## config.mk

```make
export PLATFORM = sky130hd
export DESIGN_NAME = gpio_edge_interrupt_detector_unit
export DESIGN_NICKNAME = d
export VERILOG_FILES = /design/src/design/gedi_pkg.sv /design/src/design/gpio_edge_interrupt_detector_unit.sv /design/src/design/gedi_fifo.sv /design/src/design/gedi_front.sv /design/src/design/gedi_back.sv
export SDC_FILE = /design/constraint.sdc
export NUM_CORES = 1
export LEC_CHECK = 0
export ABC_CLOCK_PERIOD_IN_PS = 6800
export BUFFER_PORTS_ARGS = -buffer_cell sky130_fd_sc_hd__buf_2
export CAP_MARGIN = 15
export CORE_UTILIZATION = 40
export DETAILED_ROUTE_END_ITERATION = 8
export PLACE_DENSITY = 0.61
export REMOVE_ABC_BUFFERS = 1
export SLEW_MARGIN = 20
export SYNTH_ARGS = -nofsm -noshare
export SYNTH_HDL_FRONTEND = slang
export SYNTH_HIERARCHICAL = 1
export SYNTH_SLANG_ARGS = --single-unit
```

## constraint.sdc

```tcl
create_clock -name clk -period 6.8 [get_ports clk]
set_input_delay 0 -clock clk [delete_from_list [all_inputs] [get_ports clk]]
set_output_delay 0 -clock clk [all_outputs]
set_load 0.1 [all_outputs]
```

## src/design/gedi_pkg.sv

```systemverilog
//------------------------------------------------------------------------------
// gedi_pkg: shared types for the GPIO edge interrupt detector
// Request kinds, trigger codes and the command/result words that pass
// between the front end, the queues and the execution back end.
//------------------------------------------------------------------------------
package gedi_pkg;

    localparam int IDX_W   = 5;
    localparam int MODE_W  = 2;
    localparam int LEVEL_W = 32;
    localparam int COUNT_W = 6;

    typedef enum logic [1:0] {
        KIND_POLL   = 2'd0,
        KIND_ARM    = 2'd1,
        KIND_DISARM = 2'd2,
        KIND_NOP    = 2'd3
    } kind_t;

    // trigger modes; any other code means "any change"
    localparam logic [MODE_W-1:0] TRIG_RISE = 2'd0;
    localparam logic [MODE_W-1:0] TRIG_FALL = 2'd1;

    typedef struct packed {
        kind_t              op;
        logic [IDX_W-1:0]   pin;     // already reduced modulo PINS
        logic [MODE_W-1:0]  mode;
        logic [LEVEL_W-1:0] levels;
    } cmd_t;

    typedef struct packed {
        logic [LEVEL_W-1:0] fire_mask;
        logic               polling_active;
        logic [COUNT_W-1:0] armed_count;
    } res_t;

endpackage

```

## src/design/gpio_edge_interrupt_detector_unit.sv

```systemverilog
//------------------------------------------------------------------------------
// gpio_edge_interrupt_detector_unit: per-pin edge interrupt detector
// Queue-style request/result block: poll ticks, arm and disarm requests in,
// one fire mask plus polling status and armed count out per request.
//------------------------------------------------------------------------------
// Usage: push a request while full is low; every request yields exactly one
// result, in order, readable while empty is low and removed with pop. The
// block sustains one request per clock while the reader keeps up. A request
// is classified (kind decode, pin index folded modulo PINS) on the way into a
// QUEUE_DEPTH-entry command queue, the back end executes one command per cycle
// against the pin state registers while the result queue has room, and the
// result lands in a QUEUE_DEPTH-entry result queue. A result reaches the
// result ports once its command has left the command queue and the result
// has been written into the result queue's registers. A slow
// reader fills the result queue, then the command queue, then raises full.
// Poll ticks fire armed pins whose level moved in the armed direction
// (rising, falling, or any change for modes 2 and 3) and record new levels of
// armed pins. Arm stores mode and level, counts a newly armed pin (count wraps
// modulo PINS+1) and turns polling on. Disarm is ignored while polling is off;
// otherwise it clears the pin, decrements a nonzero count and turns polling
// off when the count reaches zero. Pins at 32 and above read low.
//------------------------------------------------------------------------------
module gpio_edge_interrupt_detector_unit #(
    parameter int PINS        = 32,
    parameter int QUEUE_DEPTH = 2
) (
    input  logic        clk,
    input  logic        rst_n,
    // request side
    input  logic        push,
    output logic        full,
    input  logic [1:0]  kind,
    input  logic [4:0]  pin_index,
    input  logic [1:0]  trigger_mode,
    input  logic [31:0] pin_levels,
    // result side
    output logic        empty,
    input  logic        pop,
    output logic [31:0] fire_mask,
    output logic        polling_active,
    output logic [5:0]  armed_count
);

    gedi_pkg::cmd_t front_cmd;
    gedi_pkg::cmd_t back_cmd;
    gedi_pkg::res_t back_res;
    gedi_pkg::res_t out_res;
    logic           cmd_empty;
    logic           cmd_pop;
    logic           res_push;
    logic           res_full;

    // classify
    gedi_front #(
        .PINS (PINS)
    ) u_front (
        .kind         (kind),
        .pin_index    (pin_index),
        .trigger_mode (trigger_mode),
        .pin_levels   (pin_levels),
        .cmd          (front_cmd)
    );

    // decouples intake from execution
    gedi_fifo #(
        .WIDTH ($bits(gedi_pkg::cmd_t)),
        .DEPTH (QUEUE_DEPTH)
    ) u_cmd_q (
        .clk   (clk),
        .rst_n (rst_n),
        .push  (push),
        .wdata (front_cmd),
        .full  (full),
        .pop   (cmd_pop),
        .rdata (back_cmd),
        .empty (cmd_empty)
    );

    // execute
    gedi_back #(
        .PINS (PINS)
    ) u_back (
        .clk       (clk),
        .rst_n     (rst_n),
        .cmd       (back_cmd),
        .cmd_valid (!cmd_empty),
        .cmd_pop   (cmd_pop),
        .res       (back_res),
        .res_push  (res_push),
        .res_full  (res_full)
    );

    // results wait here for the reader
    gedi_fifo #(
        .WIDTH ($bits(gedi_pkg::res_t)),
        .DEPTH (QUEUE_DEPTH)
    ) u_res_q (
        .clk   (clk),
        .rst_n (rst_n),
        .push  (res_push),
        .wdata (back_res),
        .full  (res_full),
        .pop   (pop),
        .rdata (out_res),
        .empty (empty)
    );

    assign fire_mask      = out_res.fire_mask;
    assign polling_active = out_res.polling_active;
    assign armed_count    = out_res.armed_count;

    // a nonzero count always comes with polling switched on
    a_count_implies_polling: assert property (
        @(posedge clk) disable iff (!rst_n)
        (res_push && back_res.armed_count != '0) |-> back_res.polling_active
    ) else $error("armed count nonzero with polling off");

    // the back end only fires pins on a poll tick
    a_fire_only_on_poll: assert property (
        @(posedge clk) disable iff (!rst_n)
        (res_push && back_cmd.op != gedi_pkg::KIND_POLL) |-> (back_res.fire_mask == '0)
    ) else $error("fire mask set on arm or disarm");

    // a command leaves its queue exactly when its result enters the result queue
    a_one_result_per_cmd: assert property (
        @(posedge clk) disable iff (!rst_n)
        cmd_pop |-> (res_push && !res_full && !cmd_empty)
    ) else $error("command consumed without a result");

endmodule

```

## src/design/gedi_fifo.sv

```systemverilog
//------------------------------------------------------------------------------
// gedi_fifo: small register queue
// Count-based full/empty, show-ahead read of the oldest entry.
//------------------------------------------------------------------------------
module gedi_fifo #(
    parameter int WIDTH = 8,
    parameter int DEPTH = 2
) (
    input  logic             clk,
    input  logic             rst_n,
    input  logic             push,
    input  logic [WIDTH-1:0] wdata,
    output logic             full,
    input  logic             pop,
    output logic [WIDTH-1:0] rdata,
    output logic             empty
);

    localparam int PTR_W = (DEPTH > 1) ? $clog2(DEPTH) : 1;
    localparam int CNT_W = $clog2(DEPTH + 1);
    localparam logic [PTR_W-1:0] PTR_LAST = PTR_W'(DEPTH - 1);
    localparam logic [CNT_W-1:0] CNT_FULL = CNT_W'(DEPTH);

    logic [WIDTH-1:0] mem_reg [DEPTH];
    logic [PTR_W-1:0] wr_ptr_reg, wr_ptr_next;
    logic [PTR_W-1:0] rd_ptr_reg, rd_ptr_next;
    logic [CNT_W-1:0] cnt_reg, cnt_next;
    logic             do_push;
    logic             do_pop;

    assign full    = (cnt_reg == CNT_FULL);
    assign empty   = (cnt_reg == '0);
    assign do_push = push && !full;
    assign do_pop  = pop && !empty;
    assign rdata   = mem_reg[rd_ptr_reg];

    always_comb
    begin
        wr_ptr_next = wr_ptr_reg;
        rd_ptr_next = rd_ptr_reg;
        cnt_next    = cnt_reg;
        if (do_push)
        begin
            wr_ptr_next = (wr_ptr_reg == PTR_LAST) ? '0 : wr_ptr_reg + 1'b1;
        end
        if (do_pop)
        begin
            rd_ptr_next = (rd_ptr_reg == PTR_LAST) ? '0 : rd_ptr_reg + 1'b1;
        end
        if (do_push && !do_pop)
        begin
            cnt_next = cnt_reg + 1'b1;
        end
        else if (do_pop && !do_push)
        begin
            cnt_next = cnt_reg - 1'b1;
        end
    end

    always_ff @(posedge clk or negedge rst_n)
    begin
        if (!rst_n)
        begin
            wr_ptr_reg <= '0;
            rd_ptr_reg <= '0;
            cnt_reg    <= '0;
        end
        else
        begin
            wr_ptr_reg <= wr_ptr_next;
            rd_ptr_reg <= rd_ptr_next;
            cnt_reg    <= cnt_next;
        end
    end

    always_ff @(posedge clk)
    begin
        if (do_push)
        begin
            mem_reg[wr_ptr_reg] <= wdata;
        end
    end

endmodule

```

## src/design/gedi_front.sv

```systemverilog
//------------------------------------------------------------------------------
// gedi_front: request classifier
// Decodes the request kind and folds the pin index into range.
//------------------------------------------------------------------------------
module gedi_front #(
    parameter int PINS = 32
) (
    input  logic [1:0]          kind,
    input  logic [4:0]          pin_index,
    input  logic [1:0]          trigger_mode,
    input  logic [31:0]         pin_levels,
    output gedi_pkg::cmd_t      cmd
);

    logic [gedi_pkg::IDX_W-1:0] pin_mod;

    // pin_index modulo PINS as a small constant table
    always_comb
    begin
        pin_mod = '0;
        for (int i = 0; i < 32; i++)
        begin
            if (pin_index == 5'(i))
            begin
                pin_mod = gedi_pkg::IDX_W'(i % PINS);
            end
        end
    end

    always_comb
    begin
        cmd.pin    = pin_mod;
        cmd.mode   = trigger_mode;
        cmd.levels = pin_levels;
        case (kind)
            2'd0:    cmd.op = gedi_pkg::KIND_POLL;
            2'd1:    cmd.op = gedi_pkg::KIND_ARM;
            2'd2:    cmd.op = gedi_pkg::KIND_DISARM;
            default: cmd.op = gedi_pkg::KIND_NOP;
        endcase
    end

endmodule

```

## src/design/gedi_back.sv

```systemverilog
//------------------------------------------------------------------------------
// gedi_back: execution back end
// Holds per-pin arm/trigger/level state and the handler count; runs one command
// per cycle while res_full is low and produces its result word.
//------------------------------------------------------------------------------
module gedi_back #(
    parameter int PINS = 32
) (
    input  logic           clk,
    input  logic           rst_n,
    input  gedi_pkg::cmd_t cmd,
    input  logic           cmd_valid,
    output logic           cmd_pop,
    output gedi_pkg::res_t res,
    output logic           res_push,
    input  logic           res_full
);

    localparam int CNT_W = $clog2(PINS + 1);
    localparam logic [CNT_W-1:0] CNT_MAX = CNT_W'(PINS);

    logic [PINS-1:0]       armed_reg, armed_next;
    logic [PINS-1:0][1:0]  trig_reg,  trig_next;
    logic [PINS-1:0]       last_reg,  last_next;
    logic [CNT_W-1:0]      cnt_reg,   cnt_next;
    logic                  poll_reg,  poll_next;

    logic [PINS-1:0]       lvl;
    logic [PINS-1:0]       sel;
    logic [PINS-1:0]       fire;
    logic [31:0]           fire_word;
    logic                  go;
    logic                  was_armed;

    // pins at 32 and above read low and never show up in the mask
    for (genvar n = 0; n < PINS; n++)
    begin : g_pin
        if (n < 32)
        begin : g_lo
            assign lvl[n] = cmd.levels[n];
            assign sel[n] = (cmd.pin == gedi_pkg::IDX_W'(n));
        end
        else
        begin : g_hi
            assign lvl[n] = 1'b0;
            assign sel[n] = 1'b0;
        end
    end

    for (genvar m = 0; m < 32; m++)
    begin : g_mask
        if (m < PINS)
        begin : g_on
            assign fire_word[m] = fire[m];
        end
        else
        begin : g_off
            assign fire_word[m] = 1'b0;
        end
    end

    assign go        = cmd_valid && !res_full;
    assign cmd_pop   = go;
    assign res_push  = go;
    assign was_armed = |(armed_reg & sel);

    always_comb
    begin
        armed_next = armed_reg;
        trig_next  = trig_reg;
        last_next  = last_reg;
        cnt_next   = cnt_reg;
        poll_next  = poll_reg;
        fire       = '0;
        if (go)
        begin
            case (cmd.op)
                gedi_pkg::KIND_POLL:
                begin
                    for (int n = 0; n < PINS; n++)
                    begin
                        if (armed_reg[n])
                        begin
                            if (lvl[n] != last_reg[n])
                            begin
                                case (trig_reg[n])
                                    gedi_pkg::TRIG_RISE: fire[n] = !last_reg[n];
                                    gedi_pkg::TRIG_FALL: fire[n] = last_reg[n];
                                    default:             fire[n] = 1'b1;
                                endcase
                            end
                            last_next[n] = lvl[n];
                        end
                    end
                end
                gedi_pkg::KIND_ARM:
                begin
                    for (int n = 0; n < PINS; n++)
                    begin
                        if (sel[n])
                        begin
                            armed_next[n] = 1'b1;
                            trig_next[n]  = cmd.mode;
                            last_next[n]  = lvl[n];
                        end
                    end
                    poll_next = 1'b1;
                    if (!was_armed)
                    begin
                        // count wraps modulo PINS+1
                        cnt_next = (cnt_reg == CNT_MAX) ? '0 : cnt_reg + 1'b1;
                    end
                end
                gedi_pkg::KIND_DISARM:
                begin
                    if (poll_reg)
                    begin
                        for (int n = 0; n < PINS; n++)
                        begin
                            if (sel[n])
                            begin
                                armed_next[n] = 1'b0;
                                last_next[n]  = lvl[n];
                            end
                        end
                        if (cnt_reg != '0)
                        begin
                            cnt_next = cnt_reg - 1'b1;
                            if (cnt_reg == CNT_W'(1))
                            begin
                                poll_next = 1'b0;
                            end
                        end
                    end
                end
                default:
                begin
                end
            endcase
        end
    end

    always_comb
    begin
        res.fire_mask      = fire_word;
        res.polling_active = poll_next;
        res.armed_count    = gedi_pkg::COUNT_W'(cnt_next);
    end

    always_ff @(posedge clk or negedge rst_n)
    begin
        if (!rst_n)
        begin
            armed_reg <= '0;
            trig_reg  <= '0;
            last_reg  <= '0;
            cnt_reg   <= '0;
            poll_reg  <= 1'b0;
        end
        else
        begin
            armed_reg <= armed_next;
            trig_reg  <= trig_next;
            last_reg  <= last_next;
            cnt_reg   <= cnt_next;
            poll_reg  <= poll_next;
        end
    end

endmodule
```

==> out/results.tsv, run 1 <==
metric	value	unit
synth top area cells	edfxtp_1 33%, dfrtp_1 25%, mux2_2 11%, mux2_4 4.3%, xor2_1 4.1%	
Tightest Hold Check Type	in -> async	
largest family of logic cells by synthesized area	multiplexers	
TritonCTS clock tree	built	
Syn. warnings	6	
EDFF count, synth	160	
Reg clk slew, reported paths	0.06	ns
post-synth top area cell	edfxtp_1	
Largest register FFs	82	
share of layout cells above drive strength 1	0.290	
first-pass GRT wire length	49.8	mm
CTS Buffer Depth	3	
Final nets	1204	
vias in the first global route	8823	
Crit. Startpoint	u_cmd_q/rd_ptr_reg	
num ports	86	
most common cell after layout, fill and taps aside	edfxtp_1	
port buffer count	85	
final slew viol count	0	
Synth Area in Compound Gates	0.0929	
H-tree depth	2	
DR pass1 iterations	6	
initial DRC count	491	
Post-Synth Adder-Cell Area	0.00866	
maxcap violations	0	
reg2reg setup slack	3.05	ns
Distinct cells, synth	56	
dpl hpwl	19.4	mm
Final Critical Period	3.75	ns
Startpoint Class	flip-flop	
Reg2Reg Depth	9	
synthesis-to-layout area growth	13.7	%
FFs w/ async S/R, synth	0.472	
Slew HR	0.305	
Post-Synth Simple-Gate Area	0.0621	
critical path data arrival time	3.98	ns
most frequent cells in the layout	160 x edfxtp_1, 141 x mux2_2, 141 x dfrtp_1	
initial core utilization	0.406	
top-area cell type share of the netlist area	0.332	
Root Driver	clkbuf_16	
vias per cell	5.31	
largest net degree at the start of global routing	96	
total gr overflow	0	
die area	36900	um^2
outcome	completed	
WP data required	7.03	ns
final period utilization	0.551	
Setup TNS	0	ns
Setup CP Type	reg -> reg	
final hold violation count	0	
reg2reg start	u_cmd_q/rd_ptr_reg	
register area share after synthesis	0.580	
element type at the critical path end	flip-flop	
clock latency on the worst-skew pair	0.52	ns
clk_skew	0.0219	ns
Core Rows	69	
Multi-input gate area	5280	um^2
Syn Area/Cell	13.4	um^2
Post-Synthesis Cells	1079	
via count	8675	
RSZ-0062 raised after global routing	no	
# clock sinks	303	
Fill cells	3204	
antenna cell count	0	
Routed Wire Length	31.3	mm
fmax	0.267	GHz
Die X	192	um
Wirelength per Cell	19.2	um
XOR/XNOR share of the synthesized area	0.0448	
Reg area	8390	um^2
post-CTS setup repair buffer count	0	
Top FF cell, synth	edfxtp_1	
FF+latch count, synth	303	
post-cts sizing count	0	
number of buffers created by CTS	34	
Slew @ Worst Pin	1.04	ns
Placer Congestion	0.799	
final setup fails	0	
Reg2Reg Capture Point	u_res_q/mem_reg[1][2]	
CP Max Fanout	34	
Die Y-Extent	192	um
Global Route Usage Sum	0.175	
mapped cell area	14500	um^2
final antenna-violating net count	0	
initial antenna violation count	0	
detailed-route DRC error count	0	
CORE AREA	35600	um^2
mux share of post-synthesis cell area	0.155	
[cell usage after synthesis (4+ instances only)]
library cell	number
nand3_1	26
a21o_1	31
nand2b_1	5
buf_12	4
xor2_1	68
clkbuf_1	51
and3_1	4
xnor2_1	6
mux2_4	41
buf_6	5
and3b_1	5
edfxtp_1	160
mux2_2	141
nor2b_1	4
a21oi_1	6
o21ai_0	40
a311o_1	4
buf_2	4
o22ai_1	5
nor3_1	10
inv_1	46
or3_1	4
dfrtp_1	143
a221oi_1	32
nor2_1	33
buf_4	40
and2_1	4
o2111a_1	34
ha_1	10
nand2_1	75
[critical path, stage by stage (launching register included)]
cell and delay, ns:
dfrtp_2 0.96, mux2_4 0.31, inv_1 0.06, ha_2 0.85, nand3b_1 0.48, nand2_1 0.18
o211ai_1 0.13, nand2_1 0.09, nor3_1 0.04, a311o_1 0.36
[per-stage QoR]
stage	utilization	setup WS (ns)	hold slack, ns	instance area [um^2]	cells
after global routing	0.462	2.82	0.201	16400	1634
final	0.462	3.05	0.127	16400	1634
after CTS	0.462	2.72	0.185	16400	1634
after detailed placement	0.419	2.74	0.167	14900	1530
after floorplan	-	2.54	-0.296	13800	975
after global placement	0.419	2.86	0.168	14900	1530
[worst max-delay path by stage]
| stage | slack, ns | to |
|---|---|---|
| after global placement | 2.86 | u_res_q/mem_reg[0][2] |
| after floorplan | 2.54 | u_back/armed_reg[10] |
| after detailed placement | 2.74 | u_res_q/mem_reg[0][2] |
| final | 3.05 | u_res_q/mem_reg[1][2] |
| after CTS | 2.72 | u_res_q/mem_reg[1][4] |
| after global routing | 2.82 | u_res_q/mem_reg[0][2] |
[logic make-up (layout without fill, tap and decap cells)]
family                   Yosys count  count (layout)
XOR/XNOR                          74              74
AO/OA/AOI/OAI                    171             171
multiplexers                     185             185
AND/OR/NAND/NOR                  186             186
adder cells (fa/ha/maj)           10              10
flip-flops                       303             303
buffers and inverters            150             244
[metal layers]
metal	routed length, um	global-route usage	up-vias
met5	0	0	-
met4	651	0.0509	0
met2	15100	0.291	209
met1	14100	0.236	4366
met3	1480	0.0278	55
li1	-	-	4045
[repair_timing]
action	CTS	global route
endpoints found under the setup margin	0	0
hold buffers	44	0
hold endpoints to repair	179	0
[area by class of cell]
class	instances	share of cell area
multi-input cells	626	0.321
repair buffers	138	0.0572
well taps	461	0.0351
inverters	46	0.0105
flip-flops and latches	303	0.510
clock buffers	42	0.0555
clock inverters	18	0.0102
Power of run 1 is left out: the tool's default activity adds up to more than one toggle a clock period on the data nets, which glitch-free logic cannot reach.
==> run 2: changes to the inputs <==
--- a/config.mk
+++ b/config.mk
@@ -5,12 +5,13 @@
 export SDC_FILE = /design/constraint.sdc
 export NUM_CORES = 1
 export LEC_CHECK = 0
-export ABC_CLOCK_PERIOD_IN_PS = 6800
+export ABC_AREA = 1
+export ABC_CLOCK_PERIOD_IN_PS = 3300
 export BUFFER_PORTS_ARGS = -buffer_cell sky130_fd_sc_hd__buf_2
 export CAP_MARGIN = 15
 export CORE_UTILIZATION = 40
 export DETAILED_ROUTE_END_ITERATION = 8
-export PLACE_DENSITY = 0.61
+export PLACE_DENSITY = 0.63
 export REMOVE_ABC_BUFFERS = 1
 export SLEW_MARGIN = 20
 export SYNTH_ARGS = -nofsm -noshare
==> constraint.sdc (replaced) <==
create_clock -name clk -period 3.3 [get_ports clk]
set_input_delay 0 -clock clk [delete_from_list [all_inputs] [get_ports clk]]
set_output_delay 0 -clock clk [all_outputs]
set_load 0.1 [all_outputs]
==> run 2 against run 1 <==
  * Flip-flop and latch count did not move
  * Utilization rose by 0.93 points
  * Largest cell class unchanged
  * Worst setup slack got worse by 2.6 ns
  * Final cell count rose by 34%
==> out/results.tsv, run 2 <==
metric	value	unit	change
post-cts sizing count	0		unchanged
hold slack	0.128	ns	+0.000821 ns
met2 wire length	17.0	mm	+12%
FFs w/ async S/R, synth	0.472		unchanged
Root Driver	clkbuf_16		
worst path cell trace	inv_2 > nand2_1 > nand2_1 > inv_1 > nand2_1 > nor2_1 > nand3_1 > nand2_1 > nor2_1 > nand2_1 > nor2_4 > nand2_2 > nand2_1 > nand3_1 > a21oi_1		
slowest CP cell	dfrtp_1		
synthesis-to-layout area growth	15.8	%	
number of buffers created by CTS	36		+5.9%
detailed-route DRC error count	0		unchanged
Met3 Wirelength	1.67	mm	+13%
FF+latch count, synth	303		unchanged
Setup WS post-layout	0.451	ns	-2.60 ns
Die X	192	um	about the same
Syn. warnings	6		unchanged
Slew @ Worst Pin	1.05	ns	+0.00634 ns
CP Max Fanout	22		-35%
Setup CP Type	reg -> reg		
DR pass1 iterations	7		+1
final period utilization	0.863		+0.312
Post-synth top cells	528 x nand2_1, 195 x inv_1, 160 x edfxtp_1		
Final nets	1756		+46%
CTS Buffer Depth	3		unchanged
fmax	0.351	GHz	+32%
Core Rows	69		unchanged
initial core utilization	0.407		+0.000598
die area	36900	um^2	+0.15%
Slew HR	0.297		-0.00855
num ports	86		unchanged
via count	11100		+28%
initial DRC count	708		+44%
initial antenna violation count	0		unchanged
synth top area cells	edfxtp_1 33%, dfrtp_1 25%, nand2_1 14%, inv_1 5.1%, o21ai_0 3.4%		
antenna cell count	0		unchanged
first-pass GRT wire length	57.6	mm	+16%
vias in the first global route	10900		+23%
clock latency on the worst-skew pair	0.52	ns	about the same
port buffer count	85		unchanged
final setup fails	0		unchanged
maxcap violations	0		unchanged
DRT met1 WL	16.4	mm	+17%
CORE AREA	35600	um^2	unchanged
total gr overflow	0		unchanged
top-area cell type share of the netlist area	0.332		-0.000489
final hold violation count	0		unchanged
Largest register FFs	82		unchanged
Reg clk slew, reported paths	0.06	ns	about the same
Syn Area/Cell	8.97	um^2	-33%
RSZ-0062 raised after global routing	no		
H-tree depth	2		unchanged
pre-CTS setup slack	0.478	ns	-2.27 ns
vias per cell	5.07		-4.6%
# clock sinks	303		unchanged
Startpoint Class	flip-flop		
EDFF count, synth	160		unchanged
most frequent cells in the layout	528 x nand2_1, 193 x inv_1, 160 x edfxtp_1		
Die Y-Extent	192	um	about the same
Critical Path Max Stage Delay	0.41	ns	-0.55 ns
clk_skew	0.0162	ns	-0.00569 ns
post-synth top area cell	edfxtp_1		
Fill cells	3392		+5.9%
top layer used by detailed routing	met4		
Top FF cell, synth	edfxtp_1		
outcome	completed		
final antenna-violating net count	0		unchanged
element type at the critical path end	flip-flop		
Worst Path Buf+Inv	2		+1
CP most frequent cell	nand2_1		
Global Route Usage Sum	0.199		+0.0243
share of layout cells above drive strength 1	0.109		-0.181
Distinct cells, synth	35		-38%
Post-Synthesis Cells	1613		+49%
critical path data arrival time	3.17	ns	-0.81 ns
mapped cell area	14500	um^2	+0.15%
count leader, synth	nand2_1		
largest net degree at the start of global routing	81		-16%
Tightest Hold Check Type	in -> async		
Routed Wire Length	35.8	mm	+14%
Wirelength per Cell	16.4	um	-15%
dpl hpwl	23.4	mm	+20%
most common cell after layout, fill and taps aside	nand2_1		
Final Critical Period	2.85	ns	-0.898 ns
TritonCTS clock tree	built		
Placer Congestion	0.830		+3.8%
Setup TNS	0	ns	unchanged
WP data required	3.62	ns	-3.41 ns
register area share after synthesis	0.579		-0.000852
CP top delay family	simple AND/OR/NAND/NOR gates		
final slew viol count	0		unchanged
==> run 2: path summary, 6_finish.rpt <==
path / start / to / depth (start not counted) / slack (ns)
min in group clk: pin_levels[18] / u_cmd_q/mem_reg[0][18] / 2 / 0.21
max in group asynchronous: rst_n / u_back/trig_reg[41] / 3 / 2.32
setup reg to reg: u_cmd_q/rd_ptr_reg / u_res_q/mem_reg[1][4] / 15 / 0.45
hold / removal: rst_n / u_cmd_q/cnt_reg[0] / 2 / 0.13
setup / recovery: u_cmd_q/rd_ptr_reg / u_res_q/mem_reg[1][4] / 15 / 0.45
hold reg to reg: u_cmd_q/wr_ptr_reg / u_cmd_q/wr_ptr_reg / 2 / 0.49
==> run 2: final cells by class <==
cell class | instances | area (um^2) | share of cell area
well taps | 461 | 577 | 0.0344
multi-input cells | 1004 | 4750 | 0.283
flip-flops and latches | 303 | 8380 | 0.500
clock inverters | 11 | 139 | 0.00828
clock buffers | 55 | 1050 | 0.0628
repair buffers | 156 | 1110 | 0.0663
inverters | 200 | 751 | 0.0448
==> run 2: cell families after synthesis <==
| kind of cell | Yosys count | share of synthesized area |
|---|---|---|
| and+or+nand+nor | 710 | 0.198 |
| adders and majority gates | 10 | 0.00864 |
| buffers and inverters | 306 | 0.0946 |
| xor gates and xnor gates | 6 | 0.00363 |
| AOI/OAI and AO/OA | 278 | 0.115 |
| DFF | 303 | 0.579 |
==> run 2: worst reg2reg max path, stage by stage, from the launching register on <==
cell and delay [ns]:
dfrtp_1 0.41, inv_2 0.38, nand2_1 0.11, nand2_1 0.19
inv_1 0.10, nand2_1 0.15, nor2_1 0.15, nand3_1 0.11
nand2_1 0.09, nor2_1 0.10, nand2_1 0.09, nor2_4 0.23
nand2_2 0.15, nand2_1 0.08, nand3_1 0.09, a21oi_1 0.24
==> run 2: timing repair <==
action	CTS	global route
hold buffers	44	0
endpoints found under the hold margin	164	0
setup buffers	0	0
==> run 2: stage by stage <==
| stage | utilization | instances | area (um^2) |
|---|---|---|---|
| final | 0.471 | 2190 | 16800 |
| after global routing | 0.471 | 2190 | 16800 |
| after CTS | 0.471 | 2190 | 16800 |
| after detailed placement | 0.425 | 2080 | 15100 |
| after global placement | 0.425 | 2080 | 15100 |
| after floorplan | - | 1507 | 13900 |
==> run 2: layer usage <==
layer  vias to the layer above  GRT usage
li1                       5467          -
met1                      5294      0.268
met2                       276      0.337
met3                        58     0.0269
met4                         0     0.0548
met5                         -          0
Power of run 2 is left out for the same reason.
==> run 3: changes to the inputs <==
--- a/config.mk
+++ b/config.mk
@@ -9,7 +9,9 @@
 export ABC_CLOCK_PERIOD_IN_PS = 3300
 export BUFFER_PORTS_ARGS = -buffer_cell sky130_fd_sc_hd__buf_2
 export CAP_MARGIN = 15
+export CORE_ASPECT_RATIO = 1.2
 export CORE_UTILIZATION = 40
+export CTS_BUF_LIST = sky130_fd_sc_hd__clkbuf_2 sky130_fd_sc_hd__clkbuf_4 sky130_fd_sc_hd__clkbuf_8
 export DETAILED_ROUTE_END_ITERATION = 8
 export PLACE_DENSITY = 0.63
 export REMOVE_ABC_BUFFERS = 1
==> run 3 against run 2 <==
  * Count of clock-buffer cells in the layout up 20
  * Die area about the same
  * Utilization up 0.22 points
  * Global-route usage up 0.24 points
  * First-iteration DRC count down 1.8%
  * Highest routed layer unchanged
  * Worst setup slack better by 0.11 ns
  * Via count up 0.11%
==> out/results.tsv, run 3 (synthesis results as in run 2) <==
metric	value	unit	change
worst path cell trace	inv_2 > buf_4 > nand2_1 > nand2_1 > clkinv_1 > o21ai_0		
Die X	176	um	-8.6%
Largest register FFs	82		unchanged
Placer Congestion	0.864		+4.0%
Core Rows	75		+8.7%
Reg clk slew, reported paths	0.06	ns	about the same
CP Max Fanout	33		+50%
WP data required	3.76	ns	+0.14 ns
post-CTS setup repair buffer count	0		unchanged
DR pass1 iterations	5		-2
# hold bufs at CTS	44		unchanged
port buffer count	85		unchanged
Reg2Reg Depth	6		-9
CP most frequent cell	nand2_1		
Fill cells	3378		-0.41%
Die Y-Extent	210	um	+9.4%
Critical Path Sink	u_back/trig_reg[31]		
RSZ-0062 raised after global routing	no		
CORE AREA	35300	um^2	-0.80%
maxcap violations	0		unchanged
element type at the critical path end	flip-flop		
Final nets	1771		+0.85%
via count	11100		+0.11%
die area	37000	um^2	about the same
Wirelength per Cell	16.3	um	-0.32%
Tightest Hold Check Type	in -> async		
post-cts sizing count	0		unchanged
Setup CP Type	reg -> reg		
final hold violation count	0		unchanged
CP top delay family	buffers and inverters		
initial core utilization	0.410		+0.00329
synthesis-to-layout area growth	15.4	%	
final setup fails	0		unchanged
reg2reg start	u_cmd_q/rd_ptr_reg		
Final Critical Period	2.74	ns	-0.106 ns
fmax	0.365	GHz	+3.9%
first-pass GRT wire length	58.3	mm	+1.1%
detailed-route DRC error count	0		unchanged
final period utilization	0.831		-0.0322
Critical Path Max Stage Delay	0.87	ns	+0.46 ns
TritonCTS clock tree	built		
antenna cell count	0		unchanged
most frequent cells in the layout	528 x nand2_1, 193 x inv_1, 160 x edfxtp_1		
clock latency on the worst-skew pair	0.59	ns	+0.07 ns
Startpoint Class	flip-flop		
most common cell after layout, fill and taps aside	nand2_1		
CTS Buffer Depth	3		unchanged
largest net degree at the start of global routing	106		+31%
slowest CP cell	clkinv_1		
vias in the first global route	11200		+2.7%
total gr overflow	0		unchanged
num ports	86		unchanged
Reg2Reg Capture Point	u_back/trig_reg[31]		
dpl hpwl	24.2	mm	+3.4%
Global Route Usage Sum	0.202		+0.00235
outcome	completed		
Levels on crit path	6		-9
final slew viol count	0		unchanged
final antenna-violating net count	0		unchanged
hold slack	0.0139	ns	-0.114 ns
initial antenna violation count	0		unchanged
reg2reg setup slack	0.56	ns	+0.11 ns
number of buffers created by CTS	49		+36%
Slew HR	0.266		-0.0309
Crit. Startpoint	u_cmd_q/rd_ptr_reg		
vias per cell	5.01		-1.2%
initial DRC count	695		-1.8%
Routed Wire Length	36.2	mm	+1.0%
# clock sinks	303		unchanged
H-tree depth	2		unchanged
share of layout cells above drive strength 1	0.128		+0.0187
Slew @ Worst Pin	1.09	ns	+0.0461 ns
Root Driver	clkbuf_8		
clk_skew	0.0255	ns	+0.00923 ns
Worst Path Buf+Inv	3		+1
critical path data arrival time	3.21	ns	+0.04 ns
## run 3: cell count changes in the layout (fill, tap and decap cells not counted), sizes merged
cell      previous run  this run
clkinvlp             2         1
inv                200       198
buf                112       113
clkbuf              55        76
clkinv               6        15
## run 3: per-stage QoR
step / TNS (ns) / cell area (um^2) / utilization / std cells / setup slack [ns]
after global routing: 0 / 16700 / 0.474 / 2219 / 0.298
after CTS: 0 / 16700 / 0.474 / 2219 / 0.679
final: 0 / 16700 / 0.474 / 2219 / 0.557
after global placement: 0 / 15100 / 0.429 / 2083 / 0.747
after floorplan: -70.90 / 13900 / - / 1507 / -1.02
after detailed placement: 0 / 15100 / 0.429 / 2083 / 0.681
## run 3: worst reg2reg max path, stage by stage (launching register included)
cell	delay, ns
dfrtp_1	0.38
inv_2	0.20
buf_4	0.43
nand2_1	0.12
nand2_1	0.15
clkinv_1	0.87
o21ai_0	0.49
## run 3: metal layers
metal	wire length, um	track usage
met5	0	0
met2	18500	0.362
met3	1310	0.0301
met4	747	0.0645
met1	15700	0.247
## run 3: cell type report
| type | count | area, um^2 | share of cell area |
|---|---|---|---|
| clock buffer | 75 | 963 | 0.0577 |
| clock inverter | 17 | 154 | 0.00921 |
| inverter | 200 | 751 | 0.0449 |
| multi-input combinational | 1004 | 4750 | 0.284 |
| sequential | 303 | 8380 | 0.502 |
| tap | 462 | 578 | 0.0346 |
| timing repair buffer | 158 | 1130 | 0.0676 |
## run 3: how the worst min path moves through the flow
stage / cells past startpoint / from / slack, ns / endpoint
3_5_place_dp: 1 / pin_levels[28] / 0.19 / u_cmd_q/mem_reg[0][28]
4_1_cts: 2 / pin_levels[5] / 0.09 / u_cmd_q/mem_reg[1][5]
5_1_grt: 2 / pin_levels[5] / 0.1 / u_cmd_q/mem_reg[1][5]
2_1_floorplan: 0 / rst_n / -0.30 / u_back/armed_reg[0]
3_3_place_gp: 1 / pin_levels[8] / 0.19 / u_cmd_q/mem_reg[0][8]
6_report: 2 / rst_n / 0.01 / u_back/trig_reg[43]
Power of run 3 is left out for the same reason.
